===== src/hdl/pli_pkg.sv =====
// Shared types and constants of the piecewise linear interpolator.
package pli_pkg;

  localparam int unsigned DataW         = 16;
  localparam int unsigned IdxW          = 4;
  localparam int unsigned CountW        = 5;
  localparam int unsigned DefMaxPoints  = 16;
  localparam int unsigned PointsReset   = 2;

  localparam logic OP_WRITE  = 1'b0;
  localparam logic OP_LOOKUP = 1'b1;

  typedef struct packed {
    logic                    op;
    logic [IdxW-1:0]         point_index;
    logic signed [DataW-1:0] point_x;
    logic signed [DataW-1:0] point_y;
    logic signed [DataW-1:0] lookup_x;
  } pli_req_t;

  typedef struct packed {
    logic signed [DataW-1:0] mapped_value;
    logic                    table_error;
  } pli_result_t;

  // Serial multiply-divide unit: quot = (mag_a * mag_b) / den.
  typedef struct packed {
    logic             start;
    logic [DataW-1:0] mag_a;
    logic [DataW-1:0] mag_b;
    logic [DataW-1:0] den;
  } arith_req_t;

  typedef struct packed {
    logic             done;
    logic [DataW-1:0] quot;
  } arith_rsp_t;

endpackage


===== src/hdl/pli_ram.sv =====
// Generic single-write, single-read RAM with registered read data.
module pli_ram #(
  parameter int unsigned Width = 32,
  parameter int unsigned Depth = 16,
  localparam int unsigned AddrW = (Depth > 1) ? $clog2(Depth) : 1
) (
  input  logic             clk_i,
  input  logic             we_i,
  input  logic [AddrW-1:0] waddr_i,
  input  logic [Width-1:0] wdata_i,
  input  logic [AddrW-1:0] raddr_i,
  output logic [Width-1:0] rdata_o
);

  logic [Width-1:0] mem_q [Depth];
  logic [Width-1:0] rdata_q;

  always_ff @(posedge clk_i) begin
    if (we_i) begin
      mem_q[waddr_i] <= wdata_i;
    end
    rdata_q <= mem_q[raddr_i];
  end

  assign rdata_o = rdata_q;

endmodule


===== src/hdl/pli_arith.sv =====
// Bit-serial unsigned multiply followed by bit-serial restoring divide.
module pli_arith import pli_pkg::*; (
  input  logic       clk_i,
  input  logic       rst_ni,
  input  arith_req_t req_i,
  output arith_rsp_t rsp_o
);

  localparam int unsigned CntW = $clog2(DataW);
  localparam logic [1:0] P_IDLE = 2'd0;
  localparam logic [1:0] P_MUL  = 2'd1;
  localparam logic [1:0] P_DIV  = 2'd2;

  logic [1:0]         phase_q, phase_d;
  logic [CntW-1:0]    cnt_q, cnt_d;
  logic               done_q, done_d;
  logic [2*DataW-1:0] acc_q, acc_d;
  logic [DataW-1:0]   mcand_q, mcand_d;
  logic [DataW-1:0]   den_q, den_d;

  logic [DataW:0]     mul_sum;
  logic [DataW:0]     trial;
  logic [DataW:0]     trial_diff;
  logic               trial_ge;

  // Shift-add: multiplier sits in the low half and shifts out LSB first.
  assign mul_sum    = {1'b0, acc_q[2*DataW-1:DataW]}
                    + (acc_q[0] ? {1'b0, mcand_q} : {(DataW+1){1'b0}});
  // Restoring divide: one quotient bit enters at the bottom per step.
  assign trial      = acc_q[2*DataW-1:DataW-1];
  assign trial_diff = trial - {1'b0, den_q};
  assign trial_ge   = (trial >= {1'b0, den_q});

  always_comb begin
    phase_d = phase_q;
    cnt_d   = cnt_q;
    done_d  = 1'b0;
    acc_d   = acc_q;
    mcand_d = mcand_q;
    den_d   = den_q;
    unique case (phase_q)
      P_IDLE: begin
        if (req_i.start) begin
          acc_d   = {{DataW{1'b0}}, req_i.mag_b};
          mcand_d = req_i.mag_a;
          den_d   = req_i.den;
          cnt_d   = '0;
          phase_d = P_MUL;
        end
      end
      P_MUL: begin
        acc_d = {mul_sum, acc_q[DataW-1:1]};
        cnt_d = cnt_q + CntW'(1);
        if (cnt_q == '1) begin
          phase_d = P_DIV;
        end
      end
      P_DIV: begin
        acc_d = {(trial_ge ? trial_diff[DataW-1:0] : trial[DataW-1:0]),
                 acc_q[DataW-2:0], trial_ge};
        cnt_d = cnt_q + CntW'(1);
        if (cnt_q == '1) begin
          phase_d = P_IDLE;
          done_d  = 1'b1;
        end
      end
      default: begin
        phase_d = P_IDLE;
      end
    endcase
  end

  always_ff @(posedge clk_i or negedge rst_ni) begin
    if (!rst_ni) begin
      phase_q <= P_IDLE;
      cnt_q   <= '0;
      done_q  <= 1'b0;
    end else begin
      phase_q <= phase_d;
      cnt_q   <= cnt_d;
      done_q  <= done_d;
    end
  end

  always_ff @(posedge clk_i) begin
    acc_q   <= acc_d;
    mcand_q <= mcand_d;
    den_q   <= den_d;
  end

  assign rsp_o.done = done_q;
  assign rsp_o.quot = acc_q[DataW-1:0];

endmodule


===== src/hdl/piecewise_linear_interpolator.sv =====
// Piecewise linear interpolator top level: breakpoint table, serial search, serial mul/div.
// Write request: busy stays low, no result.
// Interpolated lookup: the n-entry table scan (n = breakpoints in use), then 16 multiply and
//   16 divide bit steps, before the done_o strobe; clamped and error answers skip the
//   multiply and divide, and too few points skip the scan as well. One lookup at a time.
// Results strobe for one cycle on done_o; the receiver cannot stall. Async active-low reset
//   clears control and sets points_in_use to 2; the breakpoint table is not cleared.
module piecewise_linear_interpolator import pli_pkg::*; #(
  parameter int unsigned MaxPoints = DefMaxPoints
) (
  input  logic              clk_i,
  input  logic              rst_ni,
  // request channel
  input  logic              start,
  output logic              busy,
  input  pli_req_t          req_i,
  // result channel
  output logic              done_o,
  output pli_result_t       result_o,
  // configuration: points_in_use
  input  logic              cfg_valid_i,
  output logic              cfg_ready_o,
  input  logic [CountW-1:0] cfg_data_i
);

  localparam int unsigned AW = $clog2(MaxPoints);
  localparam int unsigned NW = $clog2(MaxPoints + 1);
  localparam int unsigned CW = (NW > CountW) ? NW : CountW;
  localparam int unsigned SW = AW + IdxW;

  localparam logic [1:0] S_IDLE   = 2'd0;
  localparam logic [1:0] S_SCAN   = 2'd1;
  localparam logic [1:0] S_DECIDE = 2'd2;
  localparam logic [1:0] S_ARITH  = 2'd3;

  // ---------------------------------------------------------------
  // Configuration register
  // ---------------------------------------------------------------
  logic [CountW-1:0] points_q;

  assign cfg_ready_o = 1'b1;

  always_ff @(posedge clk_i or negedge rst_ni) begin
    if (!rst_ni) begin
      points_q <= CountW'(PointsReset);
    end else if (cfg_valid_i && cfg_ready_o) begin
      points_q <= cfg_data_i;
    end
  end

  // Effective point count, saturated at the table depth.
  logic [CW-1:0] points_ext;
  logic [CW-1:0] n_eff;

  assign points_ext = CW'(points_q);
  assign n_eff      = (points_ext > CW'(MaxPoints)) ? CW'(MaxPoints) : points_ext;

  // ---------------------------------------------------------------
  // Breakpoint table: x in the upper half, y in the lower half
  // ---------------------------------------------------------------
  logic [1:0]            state_q, state_d;
  logic                  accept;
  logic [SW-1:0]         slot;
  logic                  tbl_we;
  logic [AW-1:0]         tbl_raddr;
  logic [2*DataW-1:0]    tbl_rdata;
  logic signed [DataW-1:0] rx, ry;

  assign busy   = (state_q != S_IDLE);
  assign accept = start && !busy;
  assign slot   = SW'(req_i.point_index);
  assign tbl_we = accept && (req_i.op == OP_WRITE) && (slot < SW'(MaxPoints));

  pli_ram #(
    .Width (2 * DataW),
    .Depth (MaxPoints)
  ) u_table (
    .clk_i   (clk_i),
    .we_i    (tbl_we),
    .waddr_i (slot[AW-1:0]),
    .wdata_i ({req_i.point_x, req_i.point_y}),
    .raddr_i (tbl_raddr),
    .rdata_o (tbl_rdata)
  );

  assign rx = $signed(tbl_rdata[2*DataW-1:DataW]);
  assign ry = $signed(tbl_rdata[DataW-1:0]);

  // ---------------------------------------------------------------
  // Lookup sequencer
  // ---------------------------------------------------------------
  logic [AW-1:0]           cur_q, cur_d;
  logic [AW-1:0]           last_idx_q, last_idx_d;
  logic                    found_q, found_d;
  logic                    dec_err_q, dec_err_d;
  logic                    below_q, below_d;
  logic                    dy_neg_q, dy_neg_d;
  logic                    den_zero_q, den_zero_d;
  logic                    done_q, done_d;
  logic signed [DataW-1:0] v_q, v_d;
  logic signed [DataW-1:0] px_q, px_d, py_q, py_d;
  logic signed [DataW-1:0] x0_q, x0_d, y0_q, y0_d;
  logic signed [DataW-1:0] x1_q, x1_d, y1_q, y1_d;
  logic signed [DataW-1:0] yfirst_q, yfirst_d;
  logic signed [DataW-1:0] xlast_q, xlast_d, ylast_q, ylast_d;
  logic signed [DataW-1:0] res_q, res_d;
  logic                    err_q, err_d;

  logic                    is_last;
  logic signed [DataW:0]   dy;
  logic [DataW:0]          dy_mag;
  arith_req_t              arith_req;
  arith_rsp_t              arith_rsp;

  assign is_last   = (cur_q == last_idx_q);
  assign tbl_raddr = (state_q == S_SCAN) ? (cur_q + AW'(1)) : '0;
  assign dy        = {y1_q[DataW-1], y1_q} - {y0_q[DataW-1], y0_q};
  assign dy_mag    = dy[DataW] ? (-dy) : dy;

  // Within a valid segment x0 <= v < x1, so both differences fit unsigned.
  assign arith_req.mag_a = dy_mag[DataW-1:0];
  assign arith_req.mag_b = v_q - x0_q;
  assign arith_req.den   = x1_q - x0_q;
  assign arith_req.start = (state_q == S_DECIDE) && !dec_err_q && !below_q
                         && (v_q < xlast_q);

  pli_arith u_arith (
    .clk_i  (clk_i),
    .rst_ni (rst_ni),
    .req_i  (arith_req),
    .rsp_o  (arith_rsp)
  );

  always_comb begin
    state_d    = state_q;
    cur_d      = cur_q;
    last_idx_d = last_idx_q;
    found_d    = found_q;
    dec_err_d  = dec_err_q;
    below_d    = below_q;
    dy_neg_d   = dy_neg_q;
    den_zero_d = den_zero_q;
    done_d     = 1'b0;
    v_d        = v_q;
    px_d       = px_q;
    py_d       = py_q;
    x0_d       = x0_q;
    y0_d       = y0_q;
    x1_d       = x1_q;
    y1_d       = y1_q;
    yfirst_d   = yfirst_q;
    xlast_d    = xlast_q;
    ylast_d    = ylast_q;
    res_d      = res_q;
    err_d      = err_q;
    unique case (state_q)
      S_IDLE: begin
        if (accept && (req_i.op == OP_LOOKUP)) begin
          if (n_eff < CW'(2)) begin
            res_d  = '0;
            err_d  = 1'b1;
            done_d = 1'b1;
          end else begin
            v_d        = req_i.lookup_x;
            cur_d      = '0;
            last_idx_d = AW'(n_eff - CW'(1));
            found_d    = 1'b0;
            dec_err_d  = 1'b0;
            state_d    = S_SCAN;
          end
        end
      end
      S_SCAN: begin
        // table data here belongs to entry cur_q
        if (cur_q == '0) begin
          below_d  = (v_q <= rx);
          yfirst_d = ry;
        end else begin
          if (rx < px_q) begin
            dec_err_d = 1'b1;
          end
          // first breakpoint above v closes the segment, else the last one
          if (!found_q && ((rx > v_q) || is_last)) begin
            found_d = 1'b1;
            x0_d    = px_q;
            y0_d    = py_q;
            x1_d    = rx;
            y1_d    = ry;
          end
        end
        px_d = rx;
        py_d = ry;
        if (is_last) begin
          xlast_d = rx;
          ylast_d = ry;
          state_d = S_DECIDE;
        end else begin
          cur_d = cur_q + AW'(1);
        end
      end
      S_DECIDE: begin
        if (dec_err_q) begin
          res_d   = '0;
          err_d   = 1'b1;
          done_d  = 1'b1;
          state_d = S_IDLE;
        end else if (below_q) begin
          res_d   = yfirst_q;
          err_d   = 1'b0;
          done_d  = 1'b1;
          state_d = S_IDLE;
        end else if (v_q >= xlast_q) begin
          res_d   = ylast_q;
          err_d   = 1'b0;
          done_d  = 1'b1;
          state_d = S_IDLE;
        end else begin
          dy_neg_d   = dy[DataW];
          den_zero_d = (x1_q == x0_q);
          state_d    = S_ARITH;
        end
      end
      S_ARITH: begin
        if (arith_rsp.done) begin
          // truncation toward zero: divide magnitudes, then apply the sign
          if (den_zero_q) begin
            res_d = '0;
          end else if (dy_neg_q) begin
            res_d = y0_q - $signed(arith_rsp.quot);
          end else begin
            res_d = y0_q + $signed(arith_rsp.quot);
          end
          err_d   = 1'b0;
          done_d  = 1'b1;
          state_d = S_IDLE;
        end
      end
      default: begin
        state_d = S_IDLE;
      end
    endcase
  end

  always_ff @(posedge clk_i or negedge rst_ni) begin
    if (!rst_ni) begin
      state_q    <= S_IDLE;
      cur_q      <= '0;
      last_idx_q <= '0;
      found_q    <= 1'b0;
      dec_err_q  <= 1'b0;
      done_q     <= 1'b0;
    end else begin
      state_q    <= state_d;
      cur_q      <= cur_d;
      last_idx_q <= last_idx_d;
      found_q    <= found_d;
      dec_err_q  <= dec_err_d;
      done_q     <= done_d;
    end
  end

  always_ff @(posedge clk_i) begin
    below_q    <= below_d;
    dy_neg_q   <= dy_neg_d;
    den_zero_q <= den_zero_d;
    v_q        <= v_d;
    px_q       <= px_d;
    py_q       <= py_d;
    x0_q       <= x0_d;
    y0_q       <= y0_d;
    x1_q       <= x1_d;
    y1_q       <= y1_d;
    yfirst_q   <= yfirst_d;
    xlast_q    <= xlast_d;
    ylast_q    <= ylast_d;
    res_q      <= res_d;
    err_q      <= err_d;
  end

  assign done_o                = done_q;
  assign result_o.mapped_value = res_q;
  assign result_o.table_error  = err_q;

`ifndef NO_ASSERTIONS
  a_err_zero: assert property (@(posedge clk_i) disable iff (!rst_ni)
    done_o && result_o.table_error |-> result_o.mapped_value == '0)
    else $error("error result with nonzero value");

  a_write_no_result: assert property (@(posedge clk_i) disable iff (!rst_ni)
    accept && (req_i.op == OP_WRITE) |=> !done_o)
    else $error("write request produced a result");

  a_arith_in_wait: assert property (@(posedge clk_i) disable iff (!rst_ni)
    arith_rsp.done |-> state_q == S_ARITH)
    else $error("divider finished outside the wait state");

  a_scan_bound: assert property (@(posedge clk_i) disable iff (!rst_ni)
    state_q == S_SCAN |-> cur_q <= last_idx_q)
    else $error("scan index ran past the last breakpoint");

  a_arith_done: assert property (@(posedge clk_i) disable iff (!rst_ni)
    state_q == S_ARITH && arith_rsp.done |=> done_o && state_q == S_IDLE)
    else $error("interpolation result not delivered");
`endif

endmodule


===== config.mk =====
export PLATFORM = sky130hd
export DESIGN_NAME = piecewise_linear_interpolator
export DESIGN_NICKNAME = d
export VERILOG_FILES = /design/src/hdl/pli_pkg.sv /design/src/hdl/pli_ram.sv /design/src/hdl/pli_arith.sv /design/src/hdl/piecewise_linear_interpolator.sv
export SDC_FILE = /design/constraint.sdc
export NUM_CORES = 1
export LEC_CHECK = 0
export BUFFER_PORTS_ARGS = -buffer_cell sky130_fd_sc_hd__buf_2
export CORE_MARGIN = 5
export CORE_UTILIZATION = 35
export CTS_CLUSTER_SIZE = 8
export DETAILED_ROUTE_END_ITERATION = 10
export GPL_TIMING_DRIVEN = 1
export PLACE_DENSITY = 0.58
export SLEW_MARGIN = 10
export SYNTH_ARGS = -nofsm -noshare
export SYNTH_HDL_FRONTEND = slang
export SYNTH_SLANG_ARGS = --single-unit

===== constraint.sdc =====
create_clock -name clk_i -period 16.2 [get_ports clk_i]
set_input_delay 4.05 -clock clk_i [delete_from_list [all_inputs] [get_ports clk_i]]
set_output_delay 4.05 -clock clk_i [all_outputs]
set_load 0.005 [all_outputs]

==> impl_metrics.py <==
metrics = {
    "power": {
        "powerDensity_mw_per_mm2": 172.1,
        "leakage_nw": 14.92,
        "fin_total_pwr_mw": 7.195,
        "ir_drop_mv": 0.09976,
    },
    "timing": {
        "finalSetupViolCount": 0,
        "fin_setup_tns_ps": 0,
        "worstMarginPinSlew_ps": 1023,
        "rsz0062_at_grt": "no",
        "clock_skew_ps": 52.08,
        "min_period_ps": 6229,
        "fmax_mhz": 160.5,
        "fin_crit_sh_pct": 38.45,
        "hold_viol": 0,
        "slew_viol_final": 0,
        "relSlewSlack_pct": 30.92,
    },
    "worst_setup_path": {
        "cp.arrival_ps": 2180,
        "critPathLaunchType": "flip-flop",
        "cp-end-kind": "output pin",
        "cp-startpoint": "state_q[1]$_DFFE_PN0P_",
        "worstPathRequired_ps": 12150,
        "reg2reg_from": "cur_q[0]$_DFFE_PN0P_",
        "worstSetupPathType": "reg -> out",
        "reg2reg_depth": 7,
        "r2r_end": "u_table.rdata_o[11]$_DFF_P_",
        "crit_fanout": 12,
        "r2r_setup_slack_ps": 11280,
    },
    "layout": {
        "mostFrequentLayoutCells": "edfxtp_1, nand2_1, mux2i_1, ha_1, inv_1",
        "final_nets": 2936,
        "drive_gt1_share_pct": 11.60,
        "area_growth_pct": 14.76,
        "nFillCells": 9422,
        "final_core_util_pct": 40.39,
        "fin_cells": 4167,
        "final_common_cell": "edfxtp_1",
        "stdcell_area_mm2": 0.04181,
    },
    "logic_synthesis": {
        "synth.distinct_cells": 75,
        "yosys.area_share.adder_pct": 5.482,
        "synth-simple-area-share_pct": 7.220,
        "synth_compound_area_share_pct": 9.552,
        "ys.flop_type": "edfxtp_1",
        "synth_warnings": 0,
        "synthCells": 2593,
        "synth.area.mux_share_pct": 6.725,
        "async_flop_share_pct": 3.075,
        "synth-seq-area-share_pct": 65.80,
        "ys_ff_latch": 813,
        "synth_top_family_by_area": "compound AO/OA/AOI/OAI gates",
        "synth_nets": 2811,
        "synthXorXnorAreaFrac_pct": 2.476,
        "synth_area_mm2": 0.03643,
        "synth.avg_cell_area_um2": 14.05,
        "synth_edf_count": 756,
    },
    "placed_design": {
        "gp_congestion": 0.8558,
        "io_buffers": 80,
        "placed_cell_area_mm2": 0.03859,
        "post-dp-hpwl_mm": 55.70,
        "dp.cells": 3985,
    },
    "clock_network": {
        "cts_made_buffers": 111,
        "cts_hold_buf": 0,
        "cts_resized": 0,
        "cts.path.max_buffers": 3,
        "insertion_delay_ps": 680,
        "cts_setup_buffers": 0,
        "cts.sinks": 813,
        "tritoncts": "built",
        "clkTransAtPathRegs_ps": 50,
        "cts-root-buf": "clkbuf_16",
        "htreeDepth": 3,
    },
    "drt": {
        "drt_iter0_drc": 1407,
        "ant_nets": 0,
        "drc": 0,
        "wl_mm": 87.08,
        "dr.pass1.iters": 5,
        "via_count": 21630,
        "post_drt_wl_per_cell_um": 20.90,
        "routed_via_density": 5.190,
    },
    "grt": {
        "antenna_found_initial": 10,
        "first_global_vias": 22320,
        "grtUsageTotal_pct": 15.31,
        "grt_max_degree": 67,
        "grt_pass1_wl_mm": 132.8,
        "gr-total-overflow": 0,
    },
    "floorplan": {
        "die-area_mm2": 0.1106,
        "rows": 118,
        "core-area_mm2": 0.1035,
        "die_h_um": 332.6,
        "ios": 82,
        "die_w_um": 332.6,
        "start_util_pct": 35.20,
    },
    "hold_path": {
        "min_from": "py_q[4]$_DFFE_PP_",
        "holdCritPathClass": "reg -> reg",
        "min_delay_path_depth": 0,
        "hold_end": "y0_q[4]$_DFFE_PP_",
    },
    "outcome": {
        "status": "completed",
    },
    "flow_run": {
        "cap_viol_max_count": 0,
    },
}
final cells by class:
class | instances | area [µm²] | share of cell area (%)
multi-input combinational | 1523 | 11640 | 27.83
tap | 1380 | 1727 | 4.130
timing repair buffer | 119 | 693.2 | 1.658
inverter | 150 | 563.0 | 1.347
clock buffer | 173 | 3053 | 7.303
clock inverter | 6 | 153.9 | 0.3681
sequential | 813 | 23970 | 57.34
antenna | 3 | 7.507 | 0.01796
sequential cells by signal (all words and copies together) (netlist names), 16 cells and up:
register and cells:
u_arith.mcand_q 16, res_q 16, x0_q 16, yfirst_q 16
px_q 16, ylast_q 16, v_q 16, y1_q 16
y0_q 16, py_q 16, u_arith.den_q 16, u_arith.acc_q 32
u_table.rdata_o 32, x1_q 16, u_table.mem_q 512, xlast_q 16
report_power, final:
group	total (mW)	switching, mW	leakage [nW]	internal, mW
registers	2.85	0.204	7.45	2.65
clock network	2.14	0.857	1.52	1.28
logic	2.21	1.34	5.95	0.864
total	7.20	2.40	14.9	4.79
kinds of logic after synthesis:
logic type      count (synthesis)
simple gates                  539
fa+ha+maj                     156
flops                         813
compound gates                521
buf+inv                       257
xor+xnor                      103
mux                           203
other cells                     1
cell usage after synthesis (20+ instances only):
library cell | n | area share, %
a211oi_1 | 102 | 2.1
a21o_1 | 35 | 0.72
a21oi_1 | 121 | 1.7
a311oi_1 | 32 | 0.77
a31oi_1 | 46 | 0.79
and2_1 | 87 | 1.5
clkbuf_1 | 81 | 0.83
dfrtp_1 | 24 | 1.6
dfxtp_1 | 32 | 1.8
edfxtp_1 | 756 | 62
ha_1 | 150 | 5.2
inv_1 | 150 | 1.5
mux2i_1 | 160 | 4.4
mux4_2 | 32 | 2.0
nand2_1 | 184 | 1.9
nand2b_1 | 22 | 0.38
nor2_1 | 102 | 1.1
nor2b_1 | 21 | 0.36
nor3_1 | 35 | 0.48
o21a_1 | 20 | 0.41
o21ai_0 | 64 | 0.88
o22ai_1 | 28 | 0.48
xnor2_1 | 72 | 1.7
xor2_1 | 31 | 0.75
critical path, stage by stage (launching register included):
cell and delay (ps):
dfrtp_1 490, nor2_1 510, inv_1 310, buf_2 220
worst max path at each step:
stage                                                end  slack [ps]  depth (start not counted)
final                                               busy        9970                          3
after floorplan            u_table.mem_q[0][0]$_DFFE_PP_        8910                          3
after detailed placement  u_table.mem_q[4][27]$_DFFE_PP_       10030                          5
after global routing                                busy        9840                          3
after global placement    u_table.mem_q[4][27]$_DFFE_PP_       10050                          5
after CTS                                           busy       10030                          3
per-layer routing:
layer  vias up  GRT usage, %  wire [µm]
li1      10100             -          -
met1     10770         20.26      37790
met2       594         25.90      41870
met3       161         2.958       5253
met4         4         4.250       2146
met5         -             0         27
through the flow:
step	hold WS, ps	setup WS [ps]
after detailed placement	406.1	10030
after global placement	401.9	10050
after global routing	421.4	9835
final	411.1	9971
after CTS	413.4	10030
after floorplan	400.3	8912
Note: power is estimated with default switching activity, not from simulation.
